File: src/hdl/sawp_pkg.sv
// shared constants, types and functions for the pivot walk core
`timescale 1ns / 1ps
`default_nettype none
package sawp_pkg;
    localparam int MaxPoints = 1024;
    localparam int Dim = 2;
    localparam int AW = $clog2(MaxPoints);
    localparam int LW = 11;
    localparam int CW = 16;
    localparam int PW = 3 * CW;

    localparam logic [1:0] REQ_LOAD = 2'd0;
    localparam logic [1:0] REQ_PIVOT = 2'd1;
    localparam logic [1:0] REQ_READ = 2'd2;
    localparam logic [1:0] REQ_CHECK = 2'd3;

    localparam logic [2:0] ST_OK = 3'd0;
    localparam logic [2:0] ST_COLL = 3'd1;
    localparam logic [2:0] ST_IDENT = 3'd2;
    localparam logic [2:0] ST_OVF = 3'd3;
    localparam logic [2:0] ST_BADIDX = 3'd4;

    typedef logic [PW-1:0] point_t;

    // source coordinate for output coordinate k
    function automatic logic [1:0] perm_src(input logic [2:0] psel, input int k);
        logic [1:0] r;
        r = 2'(k);
        if (Dim == 3) begin
            case (psel)
                3'd1: r = (k == 0) ? 2'd0 : (k == 1) ? 2'd2 : 2'd1;
                3'd2: r = (k == 0) ? 2'd1 : (k == 1) ? 2'd0 : 2'd2;
                3'd3: r = (k == 0) ? 2'd1 : (k == 1) ? 2'd2 : 2'd0;
                3'd4: r = (k == 0) ? 2'd2 : (k == 1) ? 2'd0 : 2'd1;
                3'd5: r = (k == 0) ? 2'd2 : (k == 1) ? 2'd1 : 2'd0;
                default: r = 2'(k);
            endcase
        end else begin
            if (psel == 3'd1 && k < 2)
                r = (k == 0) ? 2'd1 : 2'd0;
        end
        return r;
    endfunction
endpackage
`default_nettype wire

File: src/hdl/sawp_map.sv
// maps one tail point through p + T(q - p) with overflow flag
`timescale 1ns / 1ps
`default_nettype none
module sawp_map
    import sawp_pkg::*;
(
    input  wire point_t     q,
    input  wire point_t     p,
    input  wire logic [2:0] psel,
    input  wire logic [2:0] smask,
    output point_t          r,
    output logic            ovf
);
    logic signed [CW+2:0] d [3];
    logic signed [CW+2:0] v [3];
    always_comb
    begin
        ovf = 1'b0;
        r = '0;
        for (int k = 0; k < 3; k++)
            d[k] = (CW+3)'($signed(q[k*CW +: CW])) - (CW+3)'($signed(p[k*CW +: CW]));
        for (int k = 0; k < 3; k++) begin
            v[k] = '0;
            if (k < Dim) begin
                v[k] = d[perm_src(psel, k)];
                if (smask[k])
                    v[k] = -v[k];
                v[k] = v[k] + (CW+3)'($signed(p[k*CW +: CW]));
            end
            if (v[k] < -(CW+3)'(32768) || v[k] > (CW+3)'(32767))
                ovf = 1'b1;
            r[k*CW +: CW] = v[k][CW-1:0];
        end
    end
endmodule
`default_nettype wire

File: config.mk
export PLATFORM = sky130hd
export DESIGN_NAME = sawp_map
export DESIGN_NICKNAME = d
export VERILOG_FILES = /design/src/hdl/sawp_pkg.sv /design/src/hdl/sawp_map.sv
export SDC_FILE = /design/constraint.sdc
export NUM_CORES = 1
export LEC_CHECK = 0
export ABC_CLOCK_PERIOD_IN_PS = 13600
export BUFFER_PORTS_ARGS = -buffer_cell sky130_fd_sc_hd__buf_2
export CAP_MARGIN = 20
export CORE_ASPECT_RATIO = 1.1
export CORE_MARGIN = 1.5
export CORE_UTILIZATION = 30
export DETAILED_ROUTE_END_ITERATION = 16
export PLACE_DENSITY_LB_ADDON = 0.1
export REMOVE_ABC_BUFFERS = 1
export SYNTH_ARGS = -nofsm -noshare
export SYNTH_HDL_FRONTEND = slang
export SYNTH_SLANG_ARGS = --single-unit
File: constraint.sdc
create_clock -name vclk -period 13.6
set_clock_uncertainty 0.15 [all_clocks]
set_input_delay 2.72 -clock vclk [all_inputs]
set_output_delay 2.72 -clock vclk [all_outputs]
set_load 0.01 [all_outputs]
## Word level (Yosys, flattened, before mapping)

Index checks and enable logic that the tools add are counted.

| storage, ports and cells | value |
|---|---|
| bits in registers | 0 |
| bits of input ports | 102 |
| output and inout bits | 49 |
| word-level logic and storage cells | 30 |

| cells by class | value |
|---|---|
| add/sub/neg operators | 7 |
| order comparisons | 6 |
| equal/unequal tests | 1 |
| multiplexer cells | 12 |
| bitwise gates (word level) | 2 |
| reduce and logical (&&, ||, !) cells | 2 |

Operator list:

| operator | count |
|---|---|
| two-way mux 19 bit | 6 |
| binary-select mux 19 bit (select 2 bit) | 2 |
| subtractor 16 x 16 -> 17 bit | 3 |
| adder 19 x 16 -> 19 bit | 2 |
| > comparator 19 x 16 -> 1 bit (second input constant) | 2 |
| less-than comparator 19 x 16 -> 1 bit (second input constant) | 2 |
| negator 19 bit | 2 |
| greater-or-equal comparator 3 bit (second input constant) | 2 |
| two-way mux 1 bit | 4 |
| equality test 3 x 1 -> 1 bit (second input constant) | 1 |
| NOT 1 -> 3 bit | 1 |
| NOT 2 -> 3 bit | 1 |
| logical OR 1 bit | 2 |

## Depth between registers and ports, before layout

Gate-level depths: netlist of the first run.

| depth | value |
|---|---|
| depth after elaboration | 13 |
| depth in mapped cells | 24 |
| gate-level depth less buffers | 24 |

## Least setup slack after synthesis of the first run

OpenSTA, ideal clock, no wires.

| timing path | value |
|---|---|
| path type | input -> output |
| from | input psel[1] |
| to | output ovf |
| data arrival time | 7563 ps |
| required time | 10730 ps |
| path slack | 3167 ps |
| cell stages on the path | 21 |
| buffers on the path | 3 |
| path through | nor3b_2 -> clkbuf_1 -> clkbuf_1 -> buf_1 -> mux2i_1 -> ha_1 -> o21ai_0 -> or2_2 -> or3_1 -> or2_2 -> nand2_1 -> xor2_1 -> ha_1 -> and2_1 -> and3_1 -> and3_1 -> nor3_1 -> nand2_1 -> nor3b_1 -> mux2_4 -> o22ai_2 |

| on the way | value |
|---|---|
| longest elaborated chain between the ends | 13 |
| elaborated cells between the ends (all ways) | 25 |
| those cells by class | add/sub: 4; order compare: 4; eq/ne: 1; mux: 12; bitwise: 2; reduce/logical: 2 |

RTL lines:

| item | RTL line | text |
|---|---|---|
| from (decl) | sawp_map.sv:9 | `input wire logic [2:0] psel,` |
| equality test 3 x 1 -> 1 bit * | sawp_pkg.sv:39 | `if (psel == 3'd1 && k < 2)` |
| two-way mux 1 bit * | sawp_pkg.sv:39 |  |
| NOT 1 -> 3 bit (not written as such) * | sawp_map.sv:25 | `v[k] = d[perm_src(psel, k)];` |
| binary-select mux 19 bit (select 2 bit) * | sawp_map.sv:25 |  |
| two-way mux 19 bit (not written as such) * (2 in a row) | sawp_map.sv:25 |  |
| negator 19 bit | sawp_map.sv:27 | `v[k] = -v[k];` |
| two-way mux 19 bit * | sawp_map.sv:26 | `if (smask[k])` |
| adder 19 x 16 -> 19 bit * | sawp_map.sv:28 | `v[k] = v[k] + (CW+3)'($signed(p[k*CW +: CW]));` |
| net r[15] | sawp_map.sv:11 | `output point_t r,` |
| less-than comparator 19 x 16 -> 1 bit or > comparator 19 x 16 -> 1 bit (tied branches) | sawp_map.sv:30 | `if (v[k] < -(CW+3)'(32768) \|\| v[k] > (CW+3)'(32767))` |
| logical OR 1 bit * | sawp_map.sv:30 |  |
| two-way mux 1 bit * (2 in a row) | sawp_map.sv:30 |  |
| to (decl) | sawp_map.sv:12 | `output logic ovf` |

The timed path passes the listed nets; every way through them passes the cells marked *. The select of a mux whose other input is x is not followed.

## Worst setup path in the final report of the first run

| timing path | value |
|---|---|
| from | input p[17] |
| to | output ovf |

| on the way | value |
|---|---|
| longest elaborated chain between the ends | 11 |
| elaborated cells between the ends (all ways) | 21 |
| those cells by class | add/sub: 5; order compare: 4; mux: 10; reduce/logical: 2 |

RTL lines:

| item | RTL line | text |
|---|---|---|
| from (decl) | sawp_map.sv:8 | `input wire point_t p,` |
| subtractor 16 x 16 -> 17 bit | sawp_map.sv:21 | `d[k] = (CW+3)'($signed(q[k*CW +: CW])) - (CW+3)'($signed(p[k*CW +: CW]));` |
| binary-select mux 19 bit (select 2 bit) | sawp_map.sv:25 |  |
| two-way mux 19 bit (not written as such) (2 in a row) | sawp_map.sv:25 |  |
| negator 19 bit | sawp_map.sv:27 |  |
| two-way mux 19 bit | sawp_map.sv:26 |  |
| adder 19 x 16 -> 19 bit | sawp_map.sv:28 |  |
| less-than comparator 19 x 16 -> 1 bit or > comparator 19 x 16 -> 1 bit (tied branches) | sawp_map.sv:30 |  |
| logical OR 1 bit | sawp_map.sv:30 |  |
| two-way mux 1 bit | sawp_map.sv:30 |  |
| two-way mux 1 bit * | sawp_map.sv:30 |  |

Mark *: on every way between the ends. The rest lies on a longest branch, timed or not. The select of a mux whose other input is x is not followed.

==> flow_summary.yaml, run 1 <==
synth:
  ys_seq_area_share_pct: 0
  synth_cell_type_count: 77
  ys_top_cells_by_area: "ha_1, xnor2_1, o21ai_0"
  synthTopCellsByCount: "ha_1, nand2_1, inv_1"
  yosysMostFrequentCell: "ha_1"
  syn_avg_cell_area_um2: 6.86
  syn_inst: 752
  yosys.area.top_type_share_pct: 17.0
  synth_area_um2: 5160
  synth_top_area_cell: "ha_1"
  ys_warn_count: 0
worst_setup_path:
  critPathLaunch: "p[17]"
  cp_top_family: "compound AO/OA/AOI/OAI gates"
  critPathMaxFanout: 7
  worst-path-buf-inv: 3
  critPathSlowestCell: "or4b_2"
  critPathMaxStageDelay_ns: 0.71
  path_cells: "buf_2 > inv_1 > ha_1 > nor2b_1 > o31ai_4 > a21oi_1 > nand3b_1 > mux2_2 > or4b_2 > o21ai_0 > xor2_1 > ha_1 > a21o_1 > o221ai_1 > a21oi_1 > o211ai_1 > a21boi_0 > o21a_1 > nor2_1 > o21ai_0 > nor4_1 > mux2_2 > o22ai_2 > buf_2"
  path_depth: 24
  arrival_ns: 8.12
  cp-start-kind: "input port"
  endpoint_kind: "output pin"
  worstPathRequired_ns: 10.73
  criticalPathCategory: "in2out"
global_route:
  grt_pass1_wl_mm: 23.1
  antenna_found_initial: 0
  grt.overflow.total: 0
  grt_max_degree: 38
  grt_usage_pct: 14.9
  grt_pass1_vias: 4863
final_layout:
  seq_cells: 0
  fin_cells: 1067
  antenna_cells: 0
  area_growth_pct: 13.0
  nFillCells: 1890
  seqCellArea_um2: 0
  final_area_um2: 5830
  layout-drive-gt1-share_pct: 16.2
  clockBufferCount: 0
  nets: 1011
sta:
  tns_ns: 0
  max-slew-margin-rel_pct: 37.7
  worst_slack_ns: 2.61
  fin_crit_sh_pct: 80.8
  tightestPinTransition_ns: 0.923
  timing_hold_violations_final: 0
  rsz0062_at_grt: "false"
  period_minus_slack_ns: 10.99
  slew_viol_final: 0
  setup_violations: 0
  fmax_mhz: 91.0
power:
  p_per_area_nw_per_um2: 97.0
  p_total_mw: 0.566
  ir_drop_mv: 0.0428
  p_leak_nw: 2.74
route:
  wl_mm: 14.2
  dr.pass1.iters: 4
  vias: 5242
  drt_iter0_markers: 155
  drc: 0
  post_drt_wl_per_cell_um: 13.3
  viasPerCell: 4.91
  antenna_left: 0
die:
  die_w_um: 128
  rows: 50
  num_io_pins: 151
  die_area_um2: 18000
  initial_utilization_pct: 30.4
  die_height_um: 141
  coreArea_um2: 17000
place:
  gp_congestion: 0.820
  placed_area_um2: 5830
  dpl.cell_count: 1067
  post-dp-hpwl_mm: 12.2
  io_buffers: 102
  pre_cts_ws_ns: 2.59
cts:
  postCtsSetupRepairBufs: 0
  cts_resized: 0
  hold_buffers: 0
min_path:
  min-delay-start: "p[0]"
  whs_path_depth: 3
  holdCritPathClass: "in2out"
outcome:
  outcome: "completed"
job:
  drv_cap: 0
path summary, 6_finish.rpt:
check,end
min,r[0]
max,ovf
area by class of cell:
class / count / area, µm² / area share (%)
Timing Repair Buffer: 103 / 518 / 8.88
Inverter: 61 / 229 / 3.93
Multi-Input combinational cell: 669 / 4790 / 82.2
Tap cell: 234 / 293 / 5.02
cells by family (layout without fill, tap and decap cells):
| logic type | after synthesis | count (layout) | share of synthesized area, % |
|---|---|---|---|
| AOI/OAI and AO/OA | 229 | 229 | 30.7 |
| xor gates and xnor gates | 76 | 76 | 12.9 |
| adders and majority gates | 74 | 74 | 18.5 |
| buffers and inverters | 98 | 164 | 8.36 |
| muxes | 26 | 26 | 5.36 |
| other | 1 | 16 | 0.0727 |
| and+or+nand+nor | 248 | 248 | 24.1 |
per-layer routing:
metal | part of all wire [%] | GRT usage (%)
met5 | 0 | 0
met4 | 0.42 | 0.532
met3 | 2.7 | 0.535
met2 | 42 | 23.9
met1 | 55 | 23.1
per-stage QoR:
| stage | util [%] | hold WS, ns |
|---|---|---|
| floorplan | - | 5.44 |
| global placement | 34.4 | 5.62 |
| detailed placement | 34.4 | 5.62 |
| CTS | 34.4 | 5.62 |
| global route | 34.4 | 5.66 |
| finish | 34.4 | 5.62 |
layout by cell type, fill, tap and decap left out, types with 11 or more instances in the layout:
master,instances
a21o_1,21
nand2b_1,13
o21a_1,15
ha_1,70
nand3_1,24
xor2_1,30
nor2_1,53
a21oi_1,51
mux2i_1,19
or3_1,12
conb_1,16
inv_1,61
nand2_1,64
o21ai_0,56
buf_2,102
o31ai_1,11
nor3_1,24
xnor2_1,46
power by group:
part / leakage [nW] / internal, mW / switching, mW / total [mW]
sequential: 0 / 0 / 0 / 0
clock: 0 / 0 / 0 / 0
combinational: 2.74 / 0.242 / 0.324 / 0.566
total: 2.74 / 0.242 / 0.324 / 0.566
Power figures use the tool's default switching activity.
==> run 2: changes to the inputs <==
--- a/config.mk
+++ b/config.mk
@@ -5,7 +5,7 @@
 export SDC_FILE = /design/constraint.sdc
 export NUM_CORES = 1
 export LEC_CHECK = 0
-export ABC_CLOCK_PERIOD_IN_PS = 13600
+export ABC_CLOCK_PERIOD_IN_PS = 11100
 export BUFFER_PORTS_ARGS = -buffer_cell sky130_fd_sc_hd__buf_2
 export CAP_MARGIN = 20
 export CORE_ASPECT_RATIO = 1.1
==> constraint.sdc (replaced) <==
create_clock -name vclk -period 11.1
set_clock_uncertainty 0.15 [all_clocks]
set_input_delay 2.22 -clock vclk [all_inputs]
set_output_delay 2.22 -clock vclk [all_outputs]
set_load 0.01 [all_outputs]
==> run 2 against run 1 <==
Critical path depth is the same. Hold slack got worse by 1.0 ns. Non-clock buffer count did not move. Final area is the same. Flip-flop and latch count is the same. Via count is 1.2% higher. First-iteration DRC count grew 32%. Critical endpoint unchanged.
==> flow_summary.yaml, run 2 (synthesized netlist as in run 1, its figures left out) <==
sta:
  fin_crit_sh_pct: 90.2
  tns_ns: 0
  max-slew-margin-rel_pct: 37.6
  fmax_mhz: 99.9
  slew_viol_final: 0
  rsz0062_at_grt: "false"
  timing_hold_violations_final: 0
  period_minus_slack_ns: 10.01
  setup_violations: 0
  timing.hold.ws_ns: 4.62
  tightestPinTransition_ns: 0.924
worst_setup_path:
  critPathMaxStageDelay_ns: 0.71
  criticalPathCategory: "in2out"
  arrival_ns: 7.64
  cp-start-kind: "input port"
  critPathSlowestCell: "or4b_2"
  worstPathRequired_ns: 8.73
  critPathMaxFanout: 7
  path_cells: "buf_2 > inv_1 > ha_1 > nor2b_1 > o31ai_4 > a21oi_1 > nand3b_1 > mux2_2 > or4b_2 > o21ai_0 > xor2_1 > ha_1 > a21o_1 > o221ai_1 > a21oi_1 > o211ai_1 > a21boi_0 > o21a_1 > nor2_1 > o21ai_0 > nor4_1 > mux2_2 > o22ai_2 > buf_2"
  endpoint_kind: "output pin"
die:
  num_io_pins: 151
  die_area_um2: 18000
  initial_utilization_pct: 30.4
  die_height_um: 141
  die_w_um: 128
  rows: 50
  coreArea_um2: 17000
outcome:
  outcome: "completed"
final_layout:
  seq_cells: 0
  clockBufferCount: 0
  layout-drive-gt1-share_pct: 16.2
  fin_cells: 1067
  nets: 1011
  antenna_cells: 0
  seqCellArea_um2: 0
  area_growth_pct: 13.0
  final_common_cell: "buf_2"
  final_cell_mix: "buf_2, ha_1, nand2_1"
global_route:
  grt_pass1_vias: 4898
  antenna_found_initial: 0
  grt_pass1_wl_mm: 23.4
  grt.overflow.total: 0
  grt_max_degree: 38
  grt_usage_pct: 15.1
place:
  dpl.cell_count: 1067
  gp_congestion: 0.821
  io_buffers: 102
  post-dp-hpwl_mm: 12.2
route:
  drt_iter0_markers: 205
  drc: 0
  wl_mm: 14.2
  vias: 5304
  antenna_left: 0
  dr.pass1.iters: 5
  viasPerCell: 4.97
  post_drt_wl_per_cell_um: 13.3
power:
  p_leak_nw: 2.74
  p_comb_share_pct: 100.0
  switchingPower_mw: 0.397
  p_per_area_nw_per_um2: 119
  p_total_mw: 0.694
  internal_power_mw: 0.297
  seqPwrFrac_pct: 0
  switching_share_pct: 57.2
  ir_drop_mv: 0.0493
  p_clk_share_pct: 0
cts:
  hold_buffers: 0
  cts_resized: 0
  postCtsSetupRepairBufs: 0
job:
  drv_cap: 0
min_path:
  holdCritPathClass: "in2out"
==> run 2: cell counts in the layout (fill, tap and decap cells not counted) <==
Identical to the previous run, type by type.
==> run 2: layout make-up <==
| class | instances | area [µm²] |
|---|---|---|
| multi-input cells | 669 | 4790 |
| well taps | 234 | 293 |
| inverters | 61 | 229 |
| fillers | 1923 | 11100 |
| repair buffers | 103 | 518 |
==> run 2: worst paths after layout <==
path   end  cells past startpoint  startpoint
max    ovf                     24       p[17]
min   r[0]                      3        p[0]
==> run 2: power by group through the flow <==
| stage | Combinational, mW | Sequential (mW) | Clock (mW) |
|---|---|---|---|
| floorplan | 0.508 | 0 | 0 |
| global placement | 0.698 | 0 | 0 |
| detailed placement | 0.695 | 0 | 0 |
| CTS | 0.700 | 0 | 0 |
| global route | 0.779 | 0 | 0 |
| finish | 0.694 | 0 | 0 |
==> run 2: metrics by stage <==
stage	util, %	cell area [µm²]	setup WS, ns
5_1_grt	34.4	5830	0.593
3_5_place_dp	34.4	5830	1.09
4_1_cts	34.4	5830	1.05
2_1_floorplan	-	5010	1.71
6_report	34.4	5830	1.09
3_3_place_gp	34.4	5830	1.08
==> run 2: critical path: cells and delay by family <==
family	cells	cell delay, ns
simple gates	5	1.61
mux	2	0.55
fa+ha+maj	2	0.58
buf+inv	3	0.38
compound gates	11	2.04
xor+xnor	1	0.24
==> run 2: routing by layer <==
metal / global-route usage (%) / up-vias / share of wire [%]
met3: 0.649 / 0 / 3.4
met5: 0 / - / 0
met4: 0 / 0 / 0
li1: - / 2873 / -
met1: 23.4 / 2336 / 54
met2: 24.5 / 95 / 43
